===== config.mk =====
export PLATFORM = sky130hd
export DESIGN_NAME = nbp_front
export DESIGN_NICKNAME = d
export VERILOG_FILES = /design/src/sv/nbp_pkg.sv /design/src/sv/nbp_front.sv
export SDC_FILE = /design/constraint.sdc
export NUM_CORES = 1
export LEC_CHECK = 0
export ABC_AREA = 0
export BUFFER_PORTS_ARGS = -buffer_cell sky130_fd_sc_hd__buf_2
export CAP_MARGIN = 30
export CORE_ASPECT_RATIO = 0.5
export CORE_MARGIN = 2
export CORE_UTILIZATION = 53
export CTS_CLUSTER_DIAMETER = 40
export DETAILED_ROUTE_END_ITERATION = 10
export PLACE_DENSITY = 0.8
export SYNTH_ARGS = -nofsm -noshare
export SYNTH_HDL_FRONTEND = slang
export SYNTH_SLANG_ARGS = --single-unit

===== constraint.sdc =====
create_clock -name clock -period 9 [get_ports clock]
set_input_delay 0.45 -clock clock [delete_from_list [all_inputs] [get_ports clock]]
set_output_delay 0.45 -clock clock [all_outputs]
set_load 0.02 [all_outputs]

===== src/sv/nbp_pkg.sv =====
// ----------------------------------------------------------------------------
// nbp_pkg
// Shared types, register codes and fixed-point helpers of the n-body step.
// ----------------------------------------------------------------------------
package nbp_pkg;

   typedef struct packed {
      logic               kind;
      logic [9:0]         body_index;
      logic signed [31:0] in_pos_x;
      logic signed [31:0] in_pos_y;
      logic signed [31:0] in_pos_z;
      logic [31:0]        in_mass;
      logic signed [31:0] in_vel_x;
      logic signed [31:0] in_vel_y;
      logic signed [31:0] in_vel_z;
      logic [31:0]        in_inv_mass;
   } nbp_req_type;

   typedef struct packed {
      logic signed [31:0] out_pos_x;
      logic signed [31:0] out_pos_y;
      logic signed [31:0] out_pos_z;
      logic [31:0]        out_mass;
      logic signed [31:0] out_vel_x;
      logic signed [31:0] out_vel_y;
      logic signed [31:0] out_vel_z;
      logic [31:0]        out_inv_mass;
   } nbp_rsp_type;

   localparam logic KIND_LOAD    = 1'b0;
   localparam logic KIND_COMPUTE = 1'b1;

   localparam logic [1:0] CSR_TIME_STEP  = 2'd0;
   localparam logic [1:0] CSR_DAMPING    = 2'd1;
   localparam logic [1:0] CSR_SOFTENING  = 2'd2;
   localparam logic [1:0] CSR_BODY_COUNT = 2'd3;

   localparam logic [31:0] TIME_STEP_RST  = 32'd655;
   localparam logic [16:0] DAMPING_RST    = 17'h10000;
   localparam logic [31:0] SOFTENING_RST  = 32'd66;
   localparam logic [10:0] BODY_COUNT_RST = 11'd0;

   localparam int DIST_W = 50;
   localparam logic [31:0] INV_MAX = 32'hFFFF_FFFF;

   localparam logic [63:0] S64_MAX = 64'h7FFF_FFFF_FFFF_FFFF;
   localparam logic [63:0] S64_MIN = 64'h8000_0000_0000_0000;
   localparam logic signed [64:0] S32_MAX = 65'sd2147483647;
   localparam logic signed [64:0] S32_MIN = -65'sd2147483648;

   // floor(p / 2^sh), capped at 2^63-1
   function automatic logic [63:0] cap_shr(input logic [127:0] p, input int unsigned sh);
      logic [127:0] q;
      q = p >> sh;
      if (|q[127:63]) return S64_MAX;
      return q[63:0];
   endfunction

   function automatic logic [63:0] mag64(input logic [63:0] x);
      return x[63] ? -x : x;
   endfunction

   function automatic logic [63:0] satadd64(input logic [63:0] a, input logic [63:0] b);
      logic [64:0] s;
      s = {a[63], a} + {b[63], b};
      if (s[64] != s[63]) return s[64] ? S64_MIN : S64_MAX;
      return s[63:0];
   endfunction

   function automatic logic [31:0] sat32(input logic signed [64:0] x);
      if (x > S32_MAX) return 32'h7FFF_FFFF;
      if (x < S32_MIN) return 32'h8000_0000;
      return x[31:0];
   endfunction

endpackage


===== src/sv/nbp_front.sv =====
// ----------------------------------------------------------------------------
// nbp_front
// Request intake: two-entry queue that decouples the port from the engine.
// ----------------------------------------------------------------------------
module nbp_front
   import nbp_pkg::*;
(
   input  logic        clock,
   input  logic        reset,
   input  logic        req_valid,
   output logic        req_stall,
   input  nbp_req_type req_data,
   output logic        q_valid,
   output nbp_req_type q_item,
   input  logic        q_pop
);

   nbp_req_type entry_ff [2];
   logic       wr_ptr_ff;
   logic       rd_ptr_ff;
   logic [1:0] cnt_ff;
   logic       push;

   assign req_stall = (cnt_ff == 2'd2);
   assign push      = req_valid && !req_stall;
   assign q_valid   = (cnt_ff != 2'd0);
   assign q_item    = entry_ff[rd_ptr_ff];

   always_ff @(posedge clock) begin
      if (push) begin
         entry_ff[wr_ptr_ff] <= req_data;
      end
   end

   always_ff @(posedge clock) begin
      if (reset) begin
         wr_ptr_ff <= 1'b0;
         rd_ptr_ff <= 1'b0;
         cnt_ff    <= 2'd0;
      end else begin
         if (push) wr_ptr_ff <= !wr_ptr_ff;
         if (q_pop) rd_ptr_ff <= !rd_ptr_ff;
         cnt_ff <= cnt_ff + 2'(push) - 2'(q_pop);
      end
   end

   a_cnt_bound: assert property (@(posedge clock) disable iff (reset) cnt_ff <= 2'd2)
      else $error("request queue count out of range");
   a_pop_nonempty: assert property (@(posedge clock) disable iff (reset)
      q_pop |-> cnt_ff != 2'd0)
      else $error("pop from empty request queue");

endmodule


# After elaboration in Yosys (flattened, before gate mapping)
# Memory sizes are Yosys's and may differ from the RTL's. A register that Yosys moved wholly into a read port is not among the register bits.
# Index checks and enable logic that the tools add are counted.
[classes]
mux = 4
n_eq_ne = 1
reduce_logical = 5
addsub = 2
[ops]
columns = ["operator", "n"]
rows = [
  ["two-way mux 1 bit", 4],
  ["logical NOT 1 bit", 3],
  ["adder 2 x 1 -> 2 bit", 1],
  ["equality test 2 bit, second input constant", 1],
  ["nonzero test 2 bit", 1],
  ["subtractor 2 x 1 -> 2 bit", 1],
  ["logical AND 1 bit", 1],
]
[word_totals]
input_bits = 271
reg_bits = 4
word_cells = 16
mem_count = 1
output_inout_bits = 269
mem_bits_rw = 534
[mem_list]
columns = ["name", "words", "width", "read_ports", "rd_clocked_by_memory_dff", "wr", "line_no", "source"]
rows = [
  ["entry_ff", 2, 267, 1, 1, 1, "nbp_front.sv:18", "nbp_req_type entry_ff [2];"],
]

# Longest topological paths before layout
# Gate-level depths: netlist of run 1.
[depth]
word_depth = 5
mapped_depth = 8
mapped_depth_nobuf = 8

# Worst setup path after synthesis of run 1
# No wires, ideal clock.
[synth_timing]
kind = "in2reg"
start = "input port req_valid"
end = "memory entry_ff[1][0] in the netlist's numbering, enable pin"
arrival_time_ps = 6579
path_slack_ps = 1758
required_time_ps = 8336
n_path_buf = 0
stages = 1
setup_ps = 664
cell_sequence = "and3_1"
[synth_via]
elab_chain_cells = 3
[synth_rtl]
columns = ["item", "line_no", "source"]
rows = [
  ["from (decl)", "nbp_front.sv:10", "input logic req_valid,"],
  ["logical AND 1 bit", "nbp_front.sv:25", "assign push = req_valid && !req_stall;"],
  ["two-way mux 1 bit", "nbp_front.sv:30", "if (push) begin"],
  ["two-way mux 1 bit (implied by the code)", "nbp_front.sv:31", "entry_ff[wr_ptr_ff] <= req_data;"],
  ["to (decl)", "nbp_front.sv:18", ""],
]
# Every way passes these cells.

==> results.yml, run 1 <==
outcome:
  outcome: "finished clean"
floorplan:
  floorplan.die.height_um: 142.9
  initial_core_util_pct: 54.20
  die_width_um: 281.8
  core_area_um2: 37720
  boundaryPins: 540
  fp.dieArea_um2: 40260
  placement_rows: 50
yosys:
  syn_nets: 1129
  yosys-mux-area-fraction_pct: 18.93
  synth_cell_types: 19
  main_flop_type_after_synthesis: "sky130_fd_sc_hd__edfxtp_1"
  synthTopCellsByCount: "534 x sky130_fd_sc_hd__edfxtp_1, 230 x sky130_fd_sc_hd__mux2_4, 37 x sky130_fd_sc_hd__mux2_2, 27 x sky130_fd_sc_hd__buf_6, 5 x sky130_fd_sc_hd__dfxtp_1"
  postSynthCellCount: 856
  synth_top_family_by_area: "multiplexers"
  synth_top_area_share_pct: 78.42
  asyncSetResetFlopFracSynth_pct: 0
  synth.yosys.seq_area_share_pct: 78.91
  number_of_enable_type_register_cells_in_the_synthesized_netlist: 534
  synth.cell_area_um2: 20450
  post-synth-top-count-cell: "sky130_fd_sc_hd__edfxtp_1"
  synth_compound_area_share_pct: 0.04895
  synth.yosys.warnings: 0
  synth-xor-area-share_pct: 0.1285
  synth_simple_gate_area_share_pct: 0.2264
  leading_cell_types_by_total_area_after_synthesis: "sky130_fd_sc_hd__edfxtp_1 78%, sky130_fd_sc_hd__mux2_4 17%, sky130_fd_sc_hd__mux2_2 2.0%, sky130_fd_sc_hd__buf_6 1.5%, sky130_fd_sc_hd__dfxtp_1 0.49%"
  synth_fa_ha_area_share_pct: 0.1224
  synth_area_per_cell_um2: 23.89
  synth_area_leader_cell: "sky130_fd_sc_hd__edfxtp_1"
  ys_seq_elements: 539
cts:
  cts.reportedPaths.clkPinSlew_ns: 0.06
  cts.root.buffer_cell: "sky130_fd_sc_hd__clkbuf_16"
  clkLatencyLatePin_ns: 0.55
  cts_htree_levels: 2
  clkSinkCount: 539
  cts_resized: 0
  cts_setup_buffers: 0
  cts_hold_repair.buffers: 0
  cts-buffers-inserted: 48
  cts-root-to-sink-buffers: 3
  cts_tree: "built"
sta:
  timing.slew.headroom_pct: 33.48
  hold_viol_final: 0
  rsz_0062_raised_after_global_routing: "no"
  tns_ns: 0
  final_period_minus_worst_setup_slack_ns: 3.895
  drv_slew: 0
  final_min_period_over_clock_period_pct: 43.27
  fmax_ghz: 0.2568
  slew_at_the_pin_closest_to_its_max_slew_limit_ns: 0.9978
  setup-violations-final: 0
  whs_ns: 0.08062
  finalClockSkew_ns: 0.02041
layout:
  share_of_final_layout_standard_cells_stronger_than_drive_strength_1_pct: 60.92
  num-nets-final: 1701
  areaGrowthSynthToFinish_pct: 23.34
global_route:
  grt-busiest-layer: "met2"
  grt_first_pass_wirelength_um: 64780
  grt_pass1_vias: 10600
  grt_max_degree: 138
  gr-total-overflow: 0
  antenna_violations_before_repair: 8
  use_met2_pct: 40.94
  groute.layer.met3.usage_pct: 3.894
  met1_track_utilization_from_global_routing_pct: 25.10
  overall_global_routing_usage_pct: 22.01
place:
  io_buffer_count: 539
  detailedPlacementHpwl_um: 33040
  finalWeightedCongestion: 0.9844
setup_path:
  worstPathArrival_ns: 3.44
  cp.required_ns: 8.55
  critical_path.startpoint_type: "flop"
  timing_worst_setup_path_type: "flop to output port"
  worstPathMaxFanout: 57
  critical_path.endpoint_type: "output port"
  crit-reg2reg-launch: "cnt_ff[0]"
  ff2ff_path_depth: 5
min_path:
  min_from: "req_data[215]"
  worstHoldPathType: "input port to flop"
  worstHoldPathCells: 1
pwr:
  cellPowerDensity_nw_per_um2: 258.1
  power.ir.vdd_worst_mv: 0.1300
  power.static_leakage_nw: 9.907
job:
  timing.max_cap.violations: 0
drt:
  drt_iter0_drc: 665
  drt-wirelength-per-cell_um: 23.30
  remaining_drc_errors: 0
  via_per_inst: 5.163
  drt-total-wl_um: 46350
  antenna_violating_nets_post_route: 0
  dr_total_vias: 10270
  drt-pass1-iter-count: 5
## final timing paths
path / end / slack, ns
hold reg to reg: wr_ptr_ff / 0.51
setup reg to reg: entry_ff[0][53] / 5.88
setup / recovery: q_item[25] / 5.11
hold / removal: entry_ff[1][215] / 0.08
## where the power goes
part	switching, mW	total (mW)	internal, mW
sequential	0.104	3.26	3.16
clock	0.880	1.98	1.10
combinational	0.747	1.27	0.519
## final cells by class
class / instances / area, um^2
tap: 520 / 650.6
clock inverter: 20 / 207.7
multi-input combinational: 283 / 3983
fill: 2538 / 12500
timing repair buffer: 552 / 2908
clock buffer: 63 / 1289
antenna: 8 / 20.02
inverter: 4 / 22.52
sequential: 539 / 16140
## cells by family (layout without fill, tap and decap cells)
logic type               after synthesis  in the layout
XOR/XNOR                               3              3
AO/OA/AOI/OAI                          2              2
AND/OR/NAND/NOR                        9              9
other                                  0              8
buffers and inverters                 34            639
adder cells (fa/ha/maj)                2              2
multiplexers                         267            267
flip-flops                           539            539
## sequential cells by signal (all words and copies together) (netlist names), named ones only
name and cells:
entry_ff 534, wr_ptr_ff 1, rd_ptr_ff 1, cnt_ff 2
## per-stage QoR
stage | instance area [um^2] | std cells | util [%] | setup WS [ns] | total power [mW]
after floorplan | 20450 | 856 | - | 1.758 | 4.225
after global placement | 23570 | 1893 | 62.47 | 5.428 | 4.531
after detailed placement | 23590 | 1894 | 62.54 | 5.339 | 4.578
after CTS | 25090 | 1977 | 66.51 | 4.722 | 6.554
after global routing | 25210 | 1987 | 66.84 | 4.897 | 6.740
final | 25220 | 1989 | 66.85 | 5.105 | 6.509
## metal layers
layer / up-vias / wire length [um]
met2: 308 / 25820
met5: - / 27
met4: 4 / 1912
met1: 5278 / 16850
li1: 4556 / -
met3: 123 / 1736
## layout by cell type, fill, tap and decap left out, types with 3 or more instances in the layout
cell type / netlist / final
sky130_fd_sc_hd__mux2_4: 230 / 230
sky130_fd_sc_hd__edfxtp_1: 534 / 534
sky130_fd_sc_hd__clkinv_1: 0 / 3
sky130_fd_sc_hd__nor2_1: 3 / 3
sky130_fd_sc_hd__inv_1: 4 / 3
sky130_fd_sc_hd__buf_4: 0 / 7
sky130_fd_sc_hd__dfxtp_1: 5 / 4
sky130_fd_sc_hd__diode_2: 0 / 8
sky130_fd_sc_hd__buf_2: 3 / 539
sky130_fd_sc_hd__clkinv_2: 0 / 5
sky130_fd_sc_hd__clkbuf_16: 0 / 49
sky130_fd_sc_hd__buf_16: 0 / 5
sky130_fd_sc_hd__clkbuf_1: 0 / 13
sky130_fd_sc_hd__inv_8: 0 / 4
sky130_fd_sc_hd__clkinvlp_4: 0 / 4
sky130_fd_sc_hd__bufinv_16: 0 / 3
sky130_fd_sc_hd__mux2_2: 37 / 37
## worst max-delay path: stages (launching register included)
cell	delay, ns
sky130_fd_sc_hd__dfxtp_4	0.87
sky130_fd_sc_hd__buf_4	0.81
sky130_fd_sc_hd__buf_4	0.28
sky130_fd_sc_hd__buf_16	0.33
sky130_fd_sc_hd__mux2_2	0.38
sky130_fd_sc_hd__buf_2	0.16
Power figures use the tool's default switching activity.
==> run 2, diff against run 1 <==
--- a/config.mk
+++ b/config.mk
@@ -10,10 +10,10 @@
 export CAP_MARGIN = 30
 export CORE_ASPECT_RATIO = 0.5
 export CORE_MARGIN = 2
-export CORE_UTILIZATION = 53
+export CORE_UTILIZATION = 48
 export CTS_CLUSTER_DIAMETER = 40
 export DETAILED_ROUTE_END_ITERATION = 10
-export PLACE_DENSITY = 0.8
+export PLACE_DENSITY = 0.77
 export SYNTH_ARGS = -nofsm -noshare
 export SYNTH_HDL_FRONTEND = slang
 export SYNTH_SLANG_ARGS = --single-unit
==> constraint.sdc (replaced) <==
create_clock -name clock -period 3.5 [get_ports clock]
set_input_delay 0.175 -clock clock [delete_from_list [all_inputs] [get_ports clock]]
set_output_delay 0.175 -clock clock [all_outputs]
set_load 0.02 [all_outputs]
==> results.yml, run 2 (synthesized netlist as in run 1, its figures left out) <==
outcome:
  outcome: "finished clean"
pwr:
  combPwrFrac_pct: 21.5
  cell_internal_pwr_mw: 12.57
  power_frac_clock_pct: 30.3
  power.ir.vdd_worst_mv: 0.3779
  p_sw_mw: 4.762
  power.share.sequential_pct: 48.2
  cellPowerDensity_nw_per_um2: 614.8
  power.static_leakage_nw: 11.13
  swShare_pct: 27.47
sta:
  worst_slack_ns: 0.8638
  drv_slew: 0
  timing.slew.headroom_pct: 43.59
  finalClockSkew_ns: 0.02620
  slew_at_the_pin_closest_to_its_max_slew_limit_ns: 0.8462
  final_min_period_over_clock_period_pct: 75.32
  final_period_minus_worst_setup_slack_ns: 2.636
  whs_ns: 0.05534
  hold_viol_final: 0
  fmax_ghz: 0.3793
  rsz_0062_raised_after_global_routing: "no"
  setup-violations-final: 0
cts:
  cts.root.buffer_cell: "sky130_fd_sc_hd__clkbuf_16"
  clkSinkCount: 539
  cts_tree: "built"
  clkLatencyLatePin_ns: 0.57
  cts-buffers-inserted: 50
  cts_setup_buffers: 0
  cts-root-to-sink-buffers: 3
  cts_resized: 0
  cts_hold_repair.buffers: 269
  cts_htree_levels: 2
  cts.reportedPaths.clkPinSlew_ns: 0.06
floorplan:
  floorplan.die.height_um: 149.9
  initial_core_util_pct: 48.71
  placement_rows: 53
  die_width_um: 295.9
  boundaryPins: 540
  core_area_um2: 41980
  fp.dieArea_um2: 44370
global_route:
  antenna_violations_before_repair: 9
  grt_max_degree: 75
  grt_first_pass_wirelength_um: 75490
  gr-total-overflow: 0
  grt_pass1_vias: 12640
  overall_global_routing_usage_pct: 23.15
min_path:
  worstHoldPathType: "input port to flop"
setup_path:
  critical_path.endpoint_type: "output port"
  timing_worst_setup_path_type: "flop to output port"
  worstPathMaxFanout: 41
  worstPathArrival_ns: 2.46
  critical_path.startpoint_type: "flop"
  cp.required_ns: 3.32
layout:
  post-route-cell-area_um2: 28200
  share_of_final_layout_standard_cells_stronger_than_drive_strength_1_pct: 51.63
  layout_top_registers: "entry_ff x534, cnt_ff x2"
  mostFrequentLayoutCell: "sky130_fd_sc_hd__buf_2"
  final-instance-count-excl-fill: 2336
  areaGrowthSynthToFinish_pct: 37.90
  largest_register_ff_count: 534
  num-nets-final: 1984
  mostFrequentLayoutCells: "539 x sky130_fd_sc_hd__buf_2, 534 x sky130_fd_sc_hd__edfxtp_1, 269 x sky130_fd_sc_hd__dlygate4sd3_1"
  max_flop_register: "entry_ff"
place:
  detailedPlacementHpwl_um: 33960
  finalWeightedCongestion: 0.8842
  postPlaceCellArea_um2: 23940
  place_inst: 1967
  dp_slack_ns: 1.239
  io_buffer_count: 539
drt:
  drt-wirelength-per-cell_um: 22.69
  dr_total_vias: 11720
  drt-total-wl_um: 53000
  antenna_violating_nets_post_route: 0
  drt_iter0_drc: 736
  via_per_inst: 5.019
  remaining_drc_errors: 0
  drt-pass1-iter-count: 5
job:
  timing.max_cap.violations: 0
==> run 2: cell type report <==
class | count | area, um^2
multi-input cells | 283 | 3995
clock inverters | 18 | 141.4
repair buffers | 833 | 5753
well taps | 577 | 721.9
fillers | 2671 | 13780
flip-flops and latches | 539 | 16140
diodes | 10 | 25.02
clock buffers | 72 | 1398
inverters | 4 | 21.27
==> run 2: path summary, 6_finish.rpt <==
| path | to | from | slack (ns) | cells past startpoint |
|---|---|---|---|---|
| setup / recovery | q_item[20] | flop | 0.86 | 3 |
| hold / removal | wr_ptr_ff | req_valid | 0.06 | 4 |
| setup reg to reg | entry_ff[0][64] | cnt_ff[0] | 1.24 | 5 |
| hold reg to reg | rd_ptr_ff | rd_ptr_ff | 0.55 | 2 |
==> run 2: worst max-delay path, stage by stage (launching register included) <==
cell and delay (ns):
sky130_fd_sc_hd__dfxtp_4 0.88, sky130_fd_sc_hd__buf_4 0.42, sky130_fd_sc_hd__mux2_2 0.38, sky130_fd_sc_hd__buf_2 0.16
==> run 2: power groups by stage <==
stage               logic [mW]  registers, mW  clock network [mW]
finish                    3.72           8.36                5.26
detailed placement        3.42           8.48                   0
global placement          3.34           8.41                   0
global route              3.88           8.42                5.62
floorplan                 2.25           8.52                   0
CTS                       3.70           8.35                5.30
==> run 2: through the flow <==
step / utilization [%] / power, mW / setup TNS (ns)
floorplan: - / 10.77 / -591.27
global placement: 57.03 / 11.75 / 0
detailed placement: 57.03 / 11.90 / 0
CTS: 67.11 / 17.34 / 0
global route: 67.16 / 17.92 / 0
finish: 67.17 / 17.33 / 0
==> run 2: metal layers <==
metal,wire length (um),global-route usage [%],part of all wire [%]
met1,18440,24.84,35
met2,29930,43.97,56
met3,2236,4.589,4.2
met4,2394,10.79,4.5
met5,0,0,0
==> run 3, diff against run 2 <==
==> constraint.sdc (replaced) <==
create_clock -name clock -period 2.1 [get_ports clock]
set_input_delay 0.105 -clock clock [delete_from_list [all_inputs] [get_ports clock]]
set_output_delay 0.105 -clock clock [all_outputs]
set_load 0.02 [all_outputs]
==> results.yml, run 3 (synthesized netlist as in run 1, its figures left out) <==
sta:
  whs_ns: 0.2656
  finalClockSkew_ns: 0.01693
  rsz_0062_raised_after_global_routing: "yes"
  final_period_minus_worst_setup_slack_ns: 2.085
  slew_at_the_pin_closest_to_its_max_slew_limit_ns: 0.4358
  drv_slew: 0
  timing.slew.headroom_pct: 70.94
  hold_viol_final: 0
  final_min_period_over_clock_period_pct: 99.30
  fmax_ghz: 0.4795
  setup-violations-final: 0
pwr:
  power.ir.vdd_worst_mv: 0.5934
  report.power.total_mw: 29.66
  power.static_leakage_nw: 11.42
  cellPowerDensity_nw_per_um2: 1027
setup_path:
  critical_path.endpoint_type: "output port"
  worst_path_max_delay_cell: "sky130_fd_sc_hd__dfxtp_4"
  critical_path.startpoint_type: "flop"
  ff2ff_path_depth: 6
  worstPathMaxFanout: 35
  crit-reg2reg-capture: "entry_ff[0][205]"
  worstPathCellList: "buf_12 > buf_16 > mux2_4 > buf_2"
  cpPeakStageDelay_ns: 0.40
  crit-reg2reg-launch: "cnt_ff[0]"
  critPathTopFamily: "buffers and inverters"
  cp.required_ns: 2.00
  worstPathArrival_ns: 1.98
  timing_worst_setup_path_type: "flop to output port"
  critPathBufInv: 3
  register_to_register_setup_slack_ns: 0.23
global_route:
  grt_first_pass_wirelength_um: 75380
  antenna_violations_before_repair: 7
  grt_pass1_vias: 12620
  gr-total-overflow: 0
  overall_global_routing_usage_pct: 23.02
  grt_max_degree: 70
floorplan:
  fp.dieArea_um2: 44370
  initial_core_util_pct: 48.71
  floorplan.die.height_um: 149.9
  die_width_um: 295.9
  placement_rows: 53
  boundaryPins: 540
  core_area_um2: 41980
place:
  finalWeightedCongestion: 0.9138
  io_buffer_count: 539
  detailedPlacementHpwl_um: 34710
  place_inst: 1977
min_path:
  min_from: "req_data[125]"
  worstHoldPathType: "input port to flop"
  holdPathEnd: "entry_ff[0][125]"
  worstHoldPathCells: 2
layout:
  sequential_area_um2: 16140
  share_of_final_layout_standard_cells_stronger_than_drive_strength_1_pct: 52.41
  num-nets-final: 2001
  areaGrowthSynthToFinish_pct: 41.22
  multiInputGateArea_um2: 3995
  layout_top_registers: "entry_ff x534, cnt_ff x2"
  max_flop_register: "entry_ff"
  mostFrequentLayoutCells: "534 x sky130_fd_sc_hd__edfxtp_1, 499 x sky130_fd_sc_hd__buf_2, 270 x sky130_fd_sc_hd__dlygate4sd3_1"
  fillers: 2620
  mostFrequentLayoutCell: "sky130_fd_sc_hd__edfxtp_1"
  final_core_utilization_pct: 68.79
  largest_register_ff_count: 534
  final-instance-count-excl-fill: 2351
cts:
  cts-root-to-sink-buffers: 3
  cts_tree: "built"
  clkSinkCount: 539
  cts.root.buffer_cell: "sky130_fd_sc_hd__clkbuf_16"
  cts-buffers-inserted: 49
  clkLatencyLatePin_ns: 0.56
  cts.reportedPaths.clkPinSlew_ns: 0.07
  cts_htree_levels: 2
drt:
  drt-total-wl_um: 54070
  dr_total_vias: 11780
  drt_iter0_drc: 721
  remaining_drc_errors: 0
  drt-wirelength-per-cell_um: 23.00
  drt-pass1-iter-count: 5
  antenna_violating_nets_post_route: 0
  via_per_inst: 5.010
job:
  timing.max_cap.violations: 0
outcome:
  outcome: "finished clean"
## run 3: how the worst max path moves through the flow
stage	cells past startpoint	slack (ns)	to	from
4_1_cts	4	-0.04	q_item[52]	flop
3_5_place_dp	6	0.26	entry_ff[0][205]	cnt_ff[0]
2_1_floorplan	4	-2.94	entry_ff[0][0]	cnt_ff[0]
5_1_grt	4	-0.06	q_item[174]	flop
3_3_place_gp	6	0.31	entry_ff[0][143]	cnt_ff[0]
6_report	4	0.01	q_item[174]	flop
## run 3: layer usage
layer / global-route usage [%] / routed length [um] / up-vias
li1: - / - / 5170
met1: 24.98 / 19070 / 6030
met2: 43.64 / 30310 / 412
met3: 4.233 / 2146 / 166
met4: 10.76 / 2548 / 0
met5: 0 / 0 / -
## run 3: layout make-up
| class | instances | area share (%) |
|---|---|---|
| diodes | 7 | 0.06066 |
| clock buffers | 60 | 4.537 |
| clock inverters | 30 | 1.018 |
| inverters | 4 | 0.07366 |
| multi-input cells | 283 | 13.84 |
| flip-flops and latches | 539 | 55.90 |
| well taps | 577 | 2.500 |
| repair buffers | 851 | 22.08 |
## run 3: timing repair
item / CTS / global route
endpoints found under the hold margin: 539 / 0
gates cloned: 0 / 5
setup endpoints to repair: 83 / 149
buffers inserted: 0 / 2
hold buffers: 270 / 0
resized for setup: 66 / 23
## run 3: per-stage QoR
| stage | TNS [ns] | instance area, um^2 | setup WS (ns) |
|---|---|---|---|
| 4_1_cts | -0.7657 | 28640 | -0.03556 |
| 5_1_grt | -1.846 | 28880 | -0.06074 |
| 3_3_place_gp | 0 | 24110 | 0.3061 |
| 2_1_floorplan | -1338.86 | 20470 | -2.939 |
| 6_report | 0 | 28880 | 0.01465 |
| 3_5_place_dp | 0 | 24110 | 0.2562 |
## run 3: worst register-to-register path, stage by stage (launching register included)
cell                         delay, ns
sky130_fd_sc_hd__dfxtp_1          0.36
sky130_fd_sc_hd__nand2b_4         0.16
sky130_fd_sc_hd__inv_4            0.04
sky130_fd_sc_hd__or3_4            0.38
sky130_fd_sc_hd__clkinvlp_4       0.12
sky130_fd_sc_hd__buf_12           0.20
sky130_fd_sc_hd__buf_12           0.26
## run 3: where the power goes
part | leakage (nW) | switching, mW | internal (mW)
Clock | 0.786 | 4.02 | 5.09
Combinational | 5.61 | 3.64 | 3.02
Sequential | 5.02 | 0.392 | 13.5
Total | 11.4 | 8.06 | 21.6
